$ cat src/sv/ssvf_pkg.sv
`timescale 1ns / 1ps
package ssvf_pkg;

  // Saturation width of the two integrators.
  localparam int SatBits = 17;

  // Port field widths.
  localparam int SampleW = 16;
  localparam int CutW    = 14;
  localparam int DampW   = 15;
  localparam int CfgW    = 15;
  localparam int HighW   = 18;
  localparam int BandW   = 17;
  localparam int LowW    = 17;
  localparam int SoftW   = 17;

  // Internal widths, all derived from the saturation width.
  localparam int HpW    = ((SatBits > 16) ? SatBits : 16) + 2;  // high-pass value
  localparam int MagW   = HpW;                                  // multiplicand magnitude
  localparam int SqW    = ((SatBits - 1) > 16) ? (SatBits - 1) : 16;
  localparam int NumDig = (SqW + 1) / 2;                        // radix-4 digits
  localparam int MplW   = 2 * NumDig;                           // multiplier operand
  localparam int ProdW  = MagW + MplW;
  localparam int CntW   = (NumDig > 1) ? $clog2(NumDig) : 1;
  localparam int SumW   = HpW + 1;                              // integrator update sum

  localparam int ClipHalf = 32768;

  // Configuration register indexes.
  localparam logic RegCutoff  = 1'b0;
  localparam logic RegDamping = 1'b1;

  localparam logic [DampW-1:0] DampReset = '1;

  typedef enum logic [1:0] {
    ST_IDLE,
    ST_GO,
    ST_RUN,
    ST_OUT
  } state_e;

  // Which multiply the sequencer is on.
  typedef enum logic [1:0] {
    PH_BD,  // band * damping
    PH_HW,  // high * cutoff
    PH_BW,  // new band * cutoff
    PH_SQ   // soft clipper square
  } phase_e;

  function automatic logic signed [SatBits-1:0] sat(input logic signed [SumW-1:0] v);
    logic [SumW-SatBits:0] top;
    top = v[SumW-1:SatBits-1];
    if (top == '0 || top == '1) begin
      return v[SatBits-1:0];
    end else if (v[SumW-1]) begin
      return {1'b1, {(SatBits-1){1'b0}}};
    end else begin
      return {1'b0, {(SatBits-1){1'b1}}};
    end
  endfunction

endpackage

$ cat src/sv/ssvf_mul.sv
`timescale 1ns / 1ps
// Radix-4 shift-add multiplier, unsigned. Two multiplier bits per cycle,
// product low bits shift into the multiplier register as it empties.
module ssvf_mul (
  input  logic                          clk_i,
  input  logic                          rst_ni,
  input  logic                          start_i,
  input  logic [ssvf_pkg::MagW-1:0]     mcand_i,
  input  logic [ssvf_pkg::MplW-1:0]     mplier_i,
  output logic                          done_o,
  output logic [ssvf_pkg::ProdW-1:0]    prod_o
);

  localparam int MagW = ssvf_pkg::MagW;
  localparam int MplW = ssvf_pkg::MplW;
  localparam int CntW = ssvf_pkg::CntW;
  localparam int AccW = MagW + 2;

  logic                busy_q, busy_d;
  logic                done_q, done_d;
  logic [CntW-1:0]     cnt_q, cnt_d;
  logic [MagW-1:0]     mc_q, mc_d;
  logic [MagW-1:0]     hi_q, hi_d;
  logic [MplW-1:0]     lo_q, lo_d;
  logic [AccW-1:0]     pp;
  logic [AccW-1:0]     sum;

  always_comb begin
    pp = '0;
    if (lo_q[0]) begin
      pp = pp + AccW'(mc_q);
    end
    if (lo_q[1]) begin
      pp = pp + {1'b0, mc_q, 1'b0};
    end
    sum = AccW'(hi_q) + pp;

    busy_d = busy_q;
    done_d = 1'b0;
    cnt_d  = cnt_q;
    mc_d   = mc_q;
    hi_d   = hi_q;
    lo_d   = lo_q;
    if (start_i) begin
      busy_d = 1'b1;
      cnt_d  = '0;
      mc_d   = mcand_i;
      hi_d   = '0;
      lo_d   = mplier_i;
    end else if (busy_q) begin
      hi_d  = sum[AccW-1:2];
      lo_d  = {sum[1:0], lo_q[MplW-1:2]};
      cnt_d = cnt_q + 1'b1;
      if (cnt_q == CntW'(ssvf_pkg::NumDig - 1)) begin
        busy_d = 1'b0;
        done_d = 1'b1;
      end
    end
  end

  always_ff @(posedge clk_i or negedge rst_ni) begin
    if (!rst_ni) begin
      busy_q <= 1'b0;
      done_q <= 1'b0;
      cnt_q  <= '0;
    end else begin
      busy_q <= busy_d;
      done_q <= done_d;
      cnt_q  <= cnt_d;
    end
  end

  always_ff @(posedge clk_i) begin
    mc_q <= mc_d;
    hi_q <= hi_d;
    lo_q <= lo_d;
  end

  assign done_o = done_q;
  assign prod_o = {hi_q, lo_q};

endmodule

$ cat src/sv/saturating_state_variable_filter_core.sv
`timescale 1ns / 1ps
// Saturating Chamberlin state variable filter, one audio sample per transaction.
//
// Input channel: in_valid_i / in_stall_o with sample_in_i (16-bit signed).
// Output channel: out_valid_o / out_stall_i with high_out_o, band_out_o,
// low_out_o and soft_low_out_o. A transaction moves when valid is high and
// stall is low. Configuration: cfg_we_i writes cfg_data_i to register
// cfg_index_i (0 = cutoff w, 1 = damping d); write only while idle.
//
// Every sample runs four unsigned multiplies on one radix-4 shift-add unit
// (two bits per cycle): band*d, high*w, new band*w, and the clipper square.
// A multiply is a start, NumDig = 8 digit steps and a result write-back.
// A new sample is taken only once the previous one has left the output step;
// the multiplier loop sets the rate.
//
// The output register holds a finished result while the receiver stalls; the
// next sample is already accepted and computed meanwhile, and only waits in
// the output step until the register frees up.
// Reset clears both integrators, sets w = 0 and d = 32767, and empties the
// output register.
module saturating_state_variable_filter_core (
  input  logic                                   clk_i,
  input  logic                                   rst_ni,
  input  logic                                   cfg_we_i,
  input  logic [0:0]                             cfg_index_i,
  input  logic [ssvf_pkg::CfgW-1:0]              cfg_data_i,
  input  logic                                   in_valid_i,
  output logic                                   in_stall_o,
  input  logic signed [ssvf_pkg::SampleW-1:0]    sample_in_i,
  output logic                                   out_valid_o,
  input  logic                                   out_stall_i,
  output logic signed [ssvf_pkg::HighW-1:0]      high_out_o,
  output logic signed [ssvf_pkg::BandW-1:0]      band_out_o,
  output logic signed [ssvf_pkg::LowW-1:0]       low_out_o,
  output logic signed [ssvf_pkg::SoftW-1:0]      soft_low_out_o
);

  localparam int SatBits = ssvf_pkg::SatBits;
  localparam int HpW     = ssvf_pkg::HpW;
  localparam int MagW    = ssvf_pkg::MagW;
  localparam int MplW    = ssvf_pkg::MplW;
  localparam int ProdW   = ssvf_pkg::ProdW;
  localparam int SumW    = ssvf_pkg::SumW;
  localparam int SoftW   = ssvf_pkg::SoftW;

  localparam logic signed [MagW-1:0] ClipHalfM = MagW'(ssvf_pkg::ClipHalf);
  localparam logic [SoftW-1:0]       ClipHalfS = SoftW'(ssvf_pkg::ClipHalf);

  ssvf_pkg::state_e st_q, st_d;
  ssvf_pkg::phase_e ph_q, ph_d;

  // Config and filter state
  logic [ssvf_pkg::CutW-1:0]          cut_q;
  logic [ssvf_pkg::DampW-1:0]         damp_q;
  logic signed [SatBits-1:0]          bp_q, lp_q;

  // Per-sample working registers
  logic signed [ssvf_pkg::SampleW-1:0] x_q;
  logic signed [HpW-1:0]               hp_q;
  logic                                neg_q;
  logic [SoftW-1:0]                    soft_q;

  // Output register
  logic                               out_valid_q, out_valid_d;
  logic [ssvf_pkg::HighW-1:0]         high_q;
  logic [ssvf_pkg::BandW-1:0]         band_q;
  logic [ssvf_pkg::LowW-1:0]          low_q;
  logic [SoftW-1:0]                   soft_out_q;

  logic                               mul_start;
  logic                               mul_done;
  logic [ProdW-1:0]                   mul_prod;
  logic [MagW-1:0]                    op_mag;
  logic [MplW-1:0]                    op_mpl;

  logic                               accept;
  logic                               out_free;
  logic                               run_done;

  // Operand selection
  logic signed [SatBits-1:0]          lp_adj, s_half;
  logic                               s_neg;
  logic signed [MagW-1:0]             s_ext, t_val, op_s;
  logic                               neg_go;

  // Write-back arithmetic
  logic [HpW-1:0]                     q_bd, q_w;
  logic signed [HpW-1:0]              bd_s, hp_new;
  logic signed [SumW-1:0]             q_ws, q_sgn, acc;
  logic signed [SatBits-1:0]          acc_src, sat_val;
  logic [SoftW-1:0]                   q_sq, soft_new;

  assign accept   = in_valid_i && (st_q == ssvf_pkg::ST_IDLE);
  assign out_free = !out_valid_q || !out_stall_i;
  assign run_done = (st_q == ssvf_pkg::ST_RUN) && mul_done;

  // Soft clipper input: s = low/2 toward zero, t = 32768 -/+ s
  always_comb begin
    lp_adj = lp_q + $signed({{(SatBits-1){1'b0}}, lp_q[SatBits-1]});
    s_half = lp_adj >>> 1;
    s_neg  = s_half[SatBits-1];
    s_ext  = MagW'(s_half);
    t_val  = s_neg ? (s_ext + ClipHalfM) : (ClipHalfM - s_ext);
  end

  always_comb begin
    unique case (ph_q) inside
      ssvf_pkg::PH_BD, ssvf_pkg::PH_BW: op_s = MagW'(bp_q);
      ssvf_pkg::PH_HW:                  op_s = hp_q;
      ssvf_pkg::PH_SQ:                  op_s = t_val;
      default:                          op_s = '0;
    endcase
    op_mag = op_s[MagW-1] ? (~op_s + 1'b1) : op_s;
    unique case (ph_q)
      ssvf_pkg::PH_BD: op_mpl = MplW'(damp_q);
      ssvf_pkg::PH_SQ: op_mpl = op_mag[MplW-1:0];
      default:         op_mpl = MplW'(cut_q);
    endcase
    neg_go = (ph_q == ssvf_pkg::PH_SQ) ? s_neg : op_s[MagW-1];
  end

  ssvf_mul u_mul (
    .clk_i    (clk_i),
    .rst_ni   (rst_ni),
    .start_i  (mul_start),
    .mcand_i  (op_mag),
    .mplier_i (op_mpl),
    .done_o   (mul_done),
    .prod_o   (mul_prod)
  );

  // Product scaling and sign restore; divisions truncate toward zero since
  // the shift acts on the magnitude.
  always_comb begin
    q_bd   = mul_prod[16 +: HpW];
    bd_s   = neg_q ? -$signed(q_bd) : $signed(q_bd);
    hp_new = HpW'(x_q) - bd_s + HpW'(lp_q);

    q_w     = mul_prod[14 +: HpW];
    q_ws    = $signed({1'b0, q_w});
    q_sgn   = neg_q ? -q_ws : q_ws;
    acc_src = (ph_q == ssvf_pkg::PH_HW) ? bp_q : lp_q;
    acc     = SumW'(acc_src) + q_sgn;
    sat_val = ssvf_pkg::sat(acc);

    q_sq     = mul_prod[15 +: SoftW];
    soft_new = neg_q ? (q_sq - ClipHalfS) : (ClipHalfS - q_sq);
  end

  // Sequencer
  always_comb begin
    st_d      = st_q;
    ph_d      = ph_q;
    mul_start = 1'b0;
    unique case (st_q)
      ssvf_pkg::ST_IDLE: begin
        if (in_valid_i) begin
          st_d = ssvf_pkg::ST_GO;
          ph_d = ssvf_pkg::PH_BD;
        end
      end
      ssvf_pkg::ST_GO: begin
        mul_start = 1'b1;
        st_d      = ssvf_pkg::ST_RUN;
      end
      ssvf_pkg::ST_RUN: begin
        if (mul_done) begin
          st_d = ssvf_pkg::ST_GO;
          unique case (ph_q)
            ssvf_pkg::PH_BD: ph_d = ssvf_pkg::PH_HW;
            ssvf_pkg::PH_HW: ph_d = ssvf_pkg::PH_BW;
            ssvf_pkg::PH_BW: ph_d = ssvf_pkg::PH_SQ;
            ssvf_pkg::PH_SQ: st_d = ssvf_pkg::ST_OUT;
            default:         ph_d = ssvf_pkg::PH_BD;
          endcase
        end
      end
      ssvf_pkg::ST_OUT: begin
        if (out_free) begin
          st_d = ssvf_pkg::ST_IDLE;
        end
      end
      default: st_d = ssvf_pkg::ST_IDLE;
    endcase
  end

  always_comb begin
    out_valid_d = out_valid_q;
    if ((st_q == ssvf_pkg::ST_OUT) && out_free) begin
      out_valid_d = 1'b1;
    end else if (!out_stall_i) begin
      out_valid_d = 1'b0;
    end
  end

  always_ff @(posedge clk_i or negedge rst_ni) begin
    if (!rst_ni) begin
      st_q        <= ssvf_pkg::ST_IDLE;
      ph_q        <= ssvf_pkg::PH_BD;
      out_valid_q <= 1'b0;
      cut_q       <= '0;
      damp_q      <= ssvf_pkg::DampReset;
      bp_q        <= '0;
      lp_q        <= '0;
    end else begin
      st_q        <= st_d;
      ph_q        <= ph_d;
      out_valid_q <= out_valid_d;
      if (cfg_we_i) begin
        unique case (cfg_index_i)
          ssvf_pkg::RegCutoff:  cut_q  <= cfg_data_i[ssvf_pkg::CutW-1:0];
          ssvf_pkg::RegDamping: damp_q <= cfg_data_i[ssvf_pkg::DampW-1:0];
          default:              ;
        endcase
      end
      if (run_done && (ph_q == ssvf_pkg::PH_HW)) begin
        bp_q <= sat_val;
      end
      if (run_done && (ph_q == ssvf_pkg::PH_BW)) begin
        lp_q <= sat_val;
      end
    end
  end

  always_ff @(posedge clk_i) begin
    if (accept) begin
      x_q <= sample_in_i;
    end
    if (st_q == ssvf_pkg::ST_GO) begin
      neg_q <= neg_go;
    end
    if (run_done && (ph_q == ssvf_pkg::PH_BD)) begin
      hp_q <= hp_new;
    end
    if (run_done && (ph_q == ssvf_pkg::PH_SQ)) begin
      soft_q <= soft_new;
    end
    if ((st_q == ssvf_pkg::ST_OUT) && out_free) begin
      high_q     <= hp_q[ssvf_pkg::HighW-1:0];
      band_q     <= ssvf_pkg::BandW'(bp_q);
      low_q      <= ssvf_pkg::LowW'(lp_q);
      soft_out_q <= soft_q;
    end
  end

  assign in_stall_o     = (st_q != ssvf_pkg::ST_IDLE);
  assign out_valid_o    = out_valid_q;
  assign high_out_o     = high_q;
  assign band_out_o     = band_q;
  assign low_out_o      = low_q;
  assign soft_low_out_o = soft_out_q;

`ifndef ASSERT_OFF
  a_accept_starts: assert property (@(posedge clk_i) disable iff (!rst_ni)
    in_valid_i && !in_stall_o |=> st_q == ssvf_pkg::ST_GO && ph_q == ssvf_pkg::PH_BD)
    else $error("accepted sample did not start the band*d multiply");

  a_done_in_run: assert property (@(posedge clk_i) disable iff (!rst_ni)
    mul_done |-> st_q == ssvf_pkg::ST_RUN)
    else $error("multiplier finished outside the run step");

  a_result_from_out: assert property (@(posedge clk_i) disable iff (!rst_ni)
    $rose(out_valid_o) |-> $past(st_q) == ssvf_pkg::ST_OUT)
    else $error("output became valid without passing the output step");

  a_idle_mul_quiet: assert property (@(posedge clk_i) disable iff (!rst_ni)
    st_q == ssvf_pkg::ST_IDLE |-> !mul_done)
    else $error("multiplier still finishing while idle");
`endif

endmodule
$ cat config.mk
export PLATFORM = sky130hd
export DESIGN_NAME = saturating_state_variable_filter_core
export DESIGN_NICKNAME = d
export VERILOG_FILES = /design/src/sv/ssvf_pkg.sv /design/src/sv/ssvf_mul.sv /design/src/sv/saturating_state_variable_filter_core.sv
export SDC_FILE = /design/constraint.sdc
export NUM_CORES = 1
export LEC_CHECK = 0
export BUFFER_PORTS_ARGS = -buffer_cell sky130_fd_sc_hd__buf_2
export CAP_MARGIN = 20
export CORE_ASPECT_RATIO = 0.6
export CORE_UTILIZATION = 35
export CTS_BUF_LIST = sky130_fd_sc_hd__clkbuf_4
export DETAILED_ROUTE_END_ITERATION = 8
export GPL_TIMING_DRIVEN = 1
export PLACE_DENSITY = 0.57
export SLEW_MARGIN = 20
export SYNTH_ARGS = -nofsm -noshare
export SYNTH_HDL_FRONTEND = slang
export SYNTH_SLANG_ARGS = --single-unit
export TNS_END_PERCENT = 5
$ cat constraint.sdc
create_clock -name clk_i -period 11.2 [get_ports clk_i]
set_clock_uncertainty 0.1 [all_clocks]
set_input_delay 3.36 -clock clk_i [delete_from_list [all_inputs] [get_ports clk_i]]
set_output_delay 3.36 -clock clk_i [all_outputs]
set_load 0.05 [all_outputs]
# == Word-level counts from Yosys, hierarchy flattened ==
# Cells that the tools add are included.
# Widths: inputs -> output; s select.
# classes
magnitude_cmp,0
n_reduce_logical,22
n_shift,0
n_eq_ne,13
n_bitwise,2
mux,35
div,0
addsub,14
multipliers,0
# ops
cell,count
$mux 17,4
$mux 19,3
$pmux 19 s3,1
$mux 16,2
$pmux 16 s2,1
$add 19x20->21,1
$add 19x21->21,1
$mux 21,1
$add 17x20->20,1
$mux 20,1
$neg 19->20,1
$add 19x1->19 const B,1
$add 19x17->19,1
$neg 19->19,1
$not 19->19,1
$sub 16x19->19,1
$add 16x17->18 const B,1
$mux 18,1
$sub 17x16->18 const A,1
$add 17x2->17,1
$sub 16x17->17 const A,1
$sub 17x16->17 const B,1
$mux 2,6
$mux 1,10
23 further kinds,42
# word_totals
word_cells,108
romBits,0
mem_count,0
ff_bits,249
latchBits,0
input_bits,37
mem_bits_rw,0

# == Longest topological paths before layout ==
# Gate-level depths: netlist of run 1.
# depth
ltp_word,9
depth_mapped,23

# == By module ==
# A second synthesis of run 1 with hierarchy kept.
# unflattened
cells_unflattened,1640
area_unflattened_um2,16522.1
# by_module_without_submodules
module,n_inst,area_each_um2,cells_each,seq_area_each_um2
saturating_state_variable_filter_core,1,12059.1,1159,5383.9
ssvf_mul,1,4463.0,481,1556.5

# == Worst setup path after synthesis of run 1 ==
# Ideal clock, no wire load.
# synth_path
kind,input-to-reg
startpoint,in out_stall_i
endpoint,"reg band_q (netlist bit band_out_o[0]), enable pin"
path_buffers,0
t_required_ns,10.579
arrival_ns,6.764
stages,1
setup_slack_ns,3.815
setup_time_ns,0.521
cell_sequence,a21oi_1
# synth_between
elab_chain_cells,3
# synth_lines
item,line_no,text
"start, declared",saturating_state_variable_filter_core.sv:31,"input logic out_stall_i,"
$logic_not 1->1,-,
$logic_or 1x1->1,saturating_state_variable_filter_core.sv:94,assign out_free = !out_valid_q || !out_stall_i;
$logic_and 1x1->1,saturating_state_variable_filter_core.sv:238,if ((st_q == ssvf_pkg::ST_OUT) && out_free) begin
"end signal, assigned",saturating_state_variable_filter_core.sv:240,band_q <= ssvf_pkg::BandW'(bp_q);
"end, declared",saturating_state_variable_filter_core.sv:66,logic [ssvf_pkg::BandW-1:0] band_q;
# Every way passes these cells.
# A chain may end at the register's enable or synchronous reset.

# == Final worst setup path of run 1 ==
# layout_path
startpoint,reg u_mul.lo_q[15]
endpoint,reg lp_q[12]
# layout_between
elab_chain_cells,6
elab_cells_between_ends,8
cone_classes,2 x add/sub; 1 x eq/ne; 3 x mux; 2 x reduce/logical
# layout_lines
item,line_no,text
"start, declared",ssvf_mul.sv:24,"logic [MplW-1:0] lo_q, lo_d;"
"start signal, assigned",ssvf_mul.sv:76,lo_q <= lo_d;
$neg 19->20,saturating_state_variable_filter_core.sv:141,q_sgn = neg_q ? -q_ws : q_ws;
$mux 20 *,saturating_state_variable_filter_core.sv:141,
$add 17x20->20 *,saturating_state_variable_filter_core.sv:143,acc = SumW'(acc_src) + q_sgn;
$eq 4x4->1 or $logic_not 4->1 (tied branches),ssvf_pkg.sv:53,if (top == '0 || top == '1) begin
$logic_or 1x1->1,ssvf_pkg.sv:53,
$mux 17 *,ssvf_pkg.sv:53,
"end signal, assigned",saturating_state_variable_filter_core.sv:220,lp_q <= sat_val;
"end, declared",saturating_state_variable_filter_core.sv:55,"logic signed [SatBits-1:0] bp_q, lp_q;"
# Mark *: on every way between the ends. The rest lies on a longest branch, timed or not.

==> results.md, run 1 <==
- Overall Global Routing Usage: 21.0%
- Startpoint Class: flip-flop
- Clock Tree Root: clkbuf_4
- Core box area: 44800 um^2
- Global-route wire length before repair: 73800 um
- Period utilization: 52.6%
- WL met1: 24900 um
- CP required: 11.73 ns
- Maxcap violations: 0
- Post-DP Area: 17000 um^2
- WHS: 0.322 ns
- Met3 wire length: 5230 um
- Highest routed layer: met4
- Syn-to-layout area delta: 12.3%
- Metal2 WL: 18300 um
- Crit-path slowest cell: o21ai_0
- Setup TNS: 0 ns
- Overall via count from detail_route: 12900
- Buffers on Ports: 107
- H-tree depth: 2
- Chip height: 167 um
- CP max stage delay: 0.67 ns
- Final Max Tran Viols: 0
- Crit path time final: 5.89 ns
- Worst slew margin relative to its limit: 26.8%
- Outcome: finished, final reports clean
- Finished Cell Area: 17900 um^2
- Vias in the first global route: 11900
- PostCTS Resize Cnt: 0
- # setup viols final: 0
- Worst Hold Class: flip-flop to flip-flop
- Post-synth EDFFs: 157
- Io pins: 108
- Yosys cell types: 77
- Ys Warns: 0
- DP Wirelength: 37200 um
- Grt ovf: 0
- Avg Synthesized Cell Area: 10.2 um^2
- Synthesized area: 15900 um^2
- RSZ-0062 raised after global routing: no
- Post-synthesis sequential area ratio: 43.6%
- Gate Count Post-Synth: 1563
- Die width: 277 um
- Biggest area consumer among synthesized cells: edfxtp_1
- Cell family contributing the most delay on the critical path: simple AND/OR/NAND/NOR gates
- Hold buffers post-CTS: 0
- Kind of critical path: flip-flop to flip-flop
- Count leader, synth: edfxtp_1
- Final nets: 1814
- Yosys top cell area share: 29.6%
- DRC viols: 0
- Arr. time, crit path: 6.41 ns
- Buf+Inv Stages, Crit Path: 1
- Synth area leaders: edfxtp_1 30%, dfrtp_1 9.1%, ha_1 6.9%
- CP Capture Type: flip-flop
- Wire length per cell: 21.3 um
- DRT antenna net count: 0
- Initial antenna violation count: 2
- Share of layout cells above drive strength 1: 18.8%
- Pre-antenna DRT Iters: 6
- Clock latency on the worst-skew pair: 0.78 ns
- Worst-path maximum fanout: 13
- Postcts setup bufs: 0
- CTS tree: built
- Max clock buf depth: 3
- #FFs+latches synth: 249
- Clk sink count: 249
- Largest net degree at the start of global routing: 74
- Worst-margin pin slew: 1.09 ns
- Hold Violations, Final: 0
- Starting DRC count in detailed routing: 1394
- CTS Buf Count: 59
- Clk slew on worst S/H paths: 0.07 ns
- Most frequent cells after synthesis: 157 x edfxtp_1, 149 x nand2_1, 107 x o21ai_0
- Crit path cell chain: inv_1 > ha_1 > nand2b_1 > o21ai_0 > xnor2_1 > ha_1 > and3_1 > nand3_1 > or3_1 > and4_1 > nor4_1 > o31a_1 > or4b_2 > o32ai_1 > o21a_1 > a21oi_1 > o21ai_0
- Vias/cell: 5.57
- Die Area: 46400 um^2
- Initial core utilization: 35.5%
- Top_reg_cell synth: edfxtp_1
- Synthesized net count: 1709
- Row count: 60
- Final WL: 49100 um
- FFs w/ async S/R, synth: 29.3%
- GP Congestion: 0.977
- F_max: 170 MHz
[kinds of logic after synthesis]
kind of cell,synth area share [%]
AO/OA/AOI/OAI,16.3
flip-flops,43.6
buffers and inverters,3.21
adder cells (fa/ha/maj),9.56
AND/OR/NAND/NOR,14.0
XOR/XNOR,7.59
multiplexers,5.75
[stage by stage]
| stage | setup WS (ns) | std cells | utilization (%) |
|---|---|---|---|
| after floorplan | 3.82 | 1563 | - |
| after global placement | 5.69 | 2196 | 38.0 |
| after detailed placement | 5.43 | 2196 | 38.0 |
| after CTS | 5.37 | 2307 | 39.9 |
| after global routing | 4.96 | 2309 | 39.9 |
| final | 5.31 | 2309 | 39.9 |
[sequential cells by signal, summed over array words and instances (netlist names), 17 cells and up]
register	cells
hp_q	19
u_mul.hi_q	19
u_mul.mc_q	19
high_out_o	18
band_out_o	17
bp_q	17
low_out_o	17
lp_q	17
soft_low_out_o	17
soft_q	17
[placed cells by master (no fill, tap or decap), types with 15 or more instances in the layout]
cell / count
nand2_1: 149
dfrtp_1: 58
and2_1: 26
xor2_1: 50
o31ai_1: 19
xnor2_1: 88
nand3_1: 37
o21ai_0: 107
mux2i_1: 24
a31oi_1: 19
buf_2: 106
nor2_1: 92
nor2b_1: 22
mux2_2: 60
edfxtp_1: 157
a21o_1: 26
o21a_1: 15
fa_1: 21
ha_1: 87
dfxtp_1: 19
clkbuf_4: 92
inv_1: 55
dfstp_2: 15
a21oi_1: 86
nor3_1: 28
[worst paths after layout]
| path | startpoint | endpoint | slack, ns | cells past startpoint |
|---|---|---|---|---|
| setup / recovery | u_mul.lo_q[15]$_DFFE_PP_ | lp_q[12]$_DFFE_PN0P_ | 5.31 | 17 |
| hold / removal | soft_q[7]$_DFFE_PP_ | soft_low_out_o[7]$_DFFE_PP_ | 0.32 | 0 |
| setup reg to reg | u_mul.lo_q[15]$_DFFE_PP_ | lp_q[12]$_DFFE_PN0P_ | 5.31 | 17 |
| hold reg to reg | soft_q[7]$_DFFE_PP_ | soft_low_out_o[7]$_DFFE_PP_ | 0.32 | 0 |
| max in group asynchronous | rst_ni | bp_q[13]$_DFFE_PN0P_ | 7.94 | 1 |
| min in group asynchronous | rst_ni | cut_q[1]$_DFFE_PN0P_ | 2.52 | 1 |
[per-layer routing]
metal | vias up | GRT usage (%)
met2 | 589 | 26.3
met1 | 6235 | 34.3
li1 | 5984 | -
met4 | 0 | 4.25
met3 | 58 | 5.68
met5 | - | 0
[layout make-up]
class	instances	area, um^2
Clock buffer	92	691
Multi-Input combinational cell	1181	8490
Antenna cell	2	5.00
Fill cell	4405	26900
Sequential cell	249	6940
Clock inverter	19	164
Timing Repair Buffer	120	639
Inverter	57	214
Tap cell	589	737
Power of run 1 is not shown: default switching activity piles up to over one toggle a cycle in this logic, so the estimate is an artifact.
==> run 2: changes to the inputs <==
==> constraint.sdc (replaced) <==
create_clock -name clk_i -period 5.69 [get_ports clk_i]
set_clock_uncertainty 0.1 [all_clocks]
set_input_delay 1.707 -clock clk_i [delete_from_list [all_inputs] [get_ports clk_i]]
set_output_delay 1.707 -clock clk_i [all_outputs]
set_load 0.05 [all_outputs]
==> run 2 against run 1 <==
Effect of this change: critical path depth decreased by 4; via count increased by 2.0%; worst setup slack got worse by 5.0 ns; wire length increased by 6.2%; die area unchanged; hold slack got worse by 0.0020 ns; first-iteration DRC count increased by 1.2%; fmax increased by 8.6%; count of clock-buffer cells in the layout increased by 6; utilization increased by 0.47 points; cell area increased by 1.2%; cell count increased by 1.5%; highest routed layer unchanged.
==> results.md, run 2 (same netlist as run 1, synthesis figures left out) <==
- Global-route wire length before repair: 78200 um (+6.0%)
- Postcts setup bufs: 0 (unchanged)
- F_max: 184 MHz (+8.6%)
- Gr busiest metal: met1
- Worst R2R Setup Slack: 0.27 ns (-5.05 ns)
- Pre-antenna DRT Iters: 6 (unchanged)
- Cell family contributing the most delay on the critical path: compound AO/OA/AOI/OAI gates
- Crit path cell chain: or4_1 > o21ai_1 > nand2_1 > xnor2_1 > fa_1 > ha_1 > a21o_1 > a31oi_1 > o21ai_0 > o41a_1 > a41o_1 > o41a_1 > xnor2_1
- Syn-to-layout area delta: 13.7%
- R2R depth: 13 (-4)
- Clk sink count: 249 (unchanged)
- Overall Global Routing Usage: 22.4% (+1.5 points)
- Die Area: 46400 um^2 (unchanged)
- Final WS setup: 0.268 ns (-5.05 ns)
- Worst Hold Class: flip-flop to flip-flop
- Vias/cell: 5.60 (+0.55%)
- Max clock buf depth: 3 (unchanged)
- Dpl ws: 0.358 ns (-5.07 ns)
- Largest regs: hp_q x19, u_mul.hi_q x19, u_mul.mc_q x19
- Buf+Inv Stages, Crit Path: 0 (-1)
- Largest net degree at the start of global routing: 74 (unchanged)
- DRC viols: 0 (unchanged)
- Outcome: finished, final reports clean
- DRT antenna net count: 0 (unchanged)
- Worst-path maximum fanout: 11 (-2)
- GP Congestion: 0.956 (-2.2%)
- CP Capture Type: flip-flop
- Chip height: 167 um (unchanged)
- Commonest non-fill, non-tap cells in the layout: 157 x edfxtp_1, 149 x nand2_1, 106 x o21ai_0, 106 x buf_2, 98 x clkbuf_4
- Clk slew on worst S/H paths: 0.07 ns (about the same)
- Hold Crit Start: soft_q[15]$_DFFE_PP_
- Row count: 60 (unchanged)
- PostCTS Resize Cnt: 0 (unchanged)
- Final WL: 52100 um (+6.2%)
- Arr. time, crit path: 5.77 ns (-0.64 ns)
- Worst Hold Depth: 0 (unchanged)
- Post-DP Area: 17200 um^2 (+1.2%)
- Hold Violations, Final: 0 (unchanged)
- Wire length per cell: 22.2 um (+4.7%)
- Worst slew margin relative to its limit: 18.3% (-8.5 points)
- Overall via count from detail_route: 13100 (+2.0%)
- Fillers: 4391 (-0.32%)
- Most common cell after layout, fill and taps aside: edfxtp_1
- Met3 Resource Use GR: 5.46% (-0.22 points)
- Final Max Tran Viols: 0 (unchanged)
- Register area: 6940 um^2 (unchanged)
- Crit-path slowest cell: or4_1
- CP max stage delay: 0.59 ns (-0.08 ns)
- Core box area: 44800 um^2 (unchanged)
- Hold Path End: soft_low_out_o[15]$_DFFE_PP_
- Cell count after placement: 2222 (+1.2%)
- Worst-margin pin slew: 1.21 ns (+0.126 ns)
- Met1 Resource Use GR: 36.1% (+1.8 points)
- Maxcap violations: 0 (unchanged)
- Share of layout cells above drive strength 1: 20.7% (+1.8 points)
- Met2 usage: 29.1% (+2.7 points)
- Hold buffers post-CTS: 0 (unchanged)
- Initial antenna violation count: 2 (unchanged)
- H-tree depth: 3 (+1)
- Reg2reg end: hp_q[18]$_DFFE_PP_
- Reg2reg start: u_mul.hi_q[1]$_SDFFE_PP0P_
- CTS tree: built
- Setup TNS: 0 ns (unchanged)
- Buffers on Ports: 107 (unchanged)
- # setup viols final: 0 (unchanged)
- Starting DRC count in detailed routing: 1411 (+1.2%)
- Crit path time final: 5.42 ns (-0.464 ns)
- Final nets: 1847 (+1.8%)
- CTS Buf Count: 66 (+12%)
- Kind of critical path: flip-flop to flip-flop
- Clock latency on the worst-skew pair: 0.78 ns (about the same)
- Io pins: 108 (unchanged)
- Grt ovf: 0 (unchanged)
- Startpoint Class: flip-flop
- Vias in the first global route: 12300 (+3.4%)
- Finished Cell Area: 18100 um^2 (+1.2%)
- CP required: 6.04 ns (-5.69 ns)
- Clock Tree Root: clkbuf_4
- Period utilization: 95.3% (+43 points)
- Post-Layout Cell Count: 2343 (+1.5%)
- DP Wirelength: 39800 um (+7.0%)
- Area occupied by multi-input gates: 8500 um^2 (+0.10%)
- Die width: 277 um (unchanged)
- RSZ-0062 raised after global routing: no
- Initial core utilization: 35.5% (unchanged)
-- run 2: routing by layer --
metal / wire length [um] / share of wire (%)
met5: 0 / 0
met4: 813 / 1.6
met3: 5510 / 11
met2: 19700 / 38
met1: 26100 / 50
-- run 2: worst max path at each step --
stage	startpoint	to	slack [ns]	depth (start not counted)
global placement	u_mul.hi_q[1]$_SDFFE_PP0P_	hp_q[18]$_DFFE_PP_	0.44	13
detailed placement	u_mul.hi_q[1]$_SDFFE_PP0P_	hp_q[18]$_DFFE_PP_	0.36	13
floorplan	ph_q[1]$_DFFE_PN0P_	lp_q[10]$_DFFE_PN0P_	0.36	20
finish	u_mul.hi_q[1]$_SDFFE_PP0P_	hp_q[18]$_DFFE_PP_	0.27	13
global route	u_mul.hi_q[1]$_SDFFE_PP0P_	hp_q[18]$_DFFE_PP_	0.04	17
CTS	u_mul.hi_q[1]$_SDFFE_PP0P_	hp_q[18]$_DFFE_PP_	0.24	13
-- run 2: per-stage QoR --
step           utilization, %  hold WS [ns]
2_1_floorplan               -         0.300
4_1_cts                  40.3         0.322
6_report                 40.4         0.320
5_1_grt                  40.4         0.331
3_5_place_dp             38.4         0.305
3_3_place_gp             38.4         0.304
-- run 2: cell type report --
class                           count  area share [%]
Inverter                           57            1.18
Multi-Input combinational cell   1181            47.0
Clock buffer                       98            4.07
Sequential cell                   249            38.4
Tap cell                          589            4.07
Timing Repair Buffer              146            4.59
Antenna cell                        1          0.0138
Clock inverter                     22           0.726
Power of run 2 is left out for the same reason.
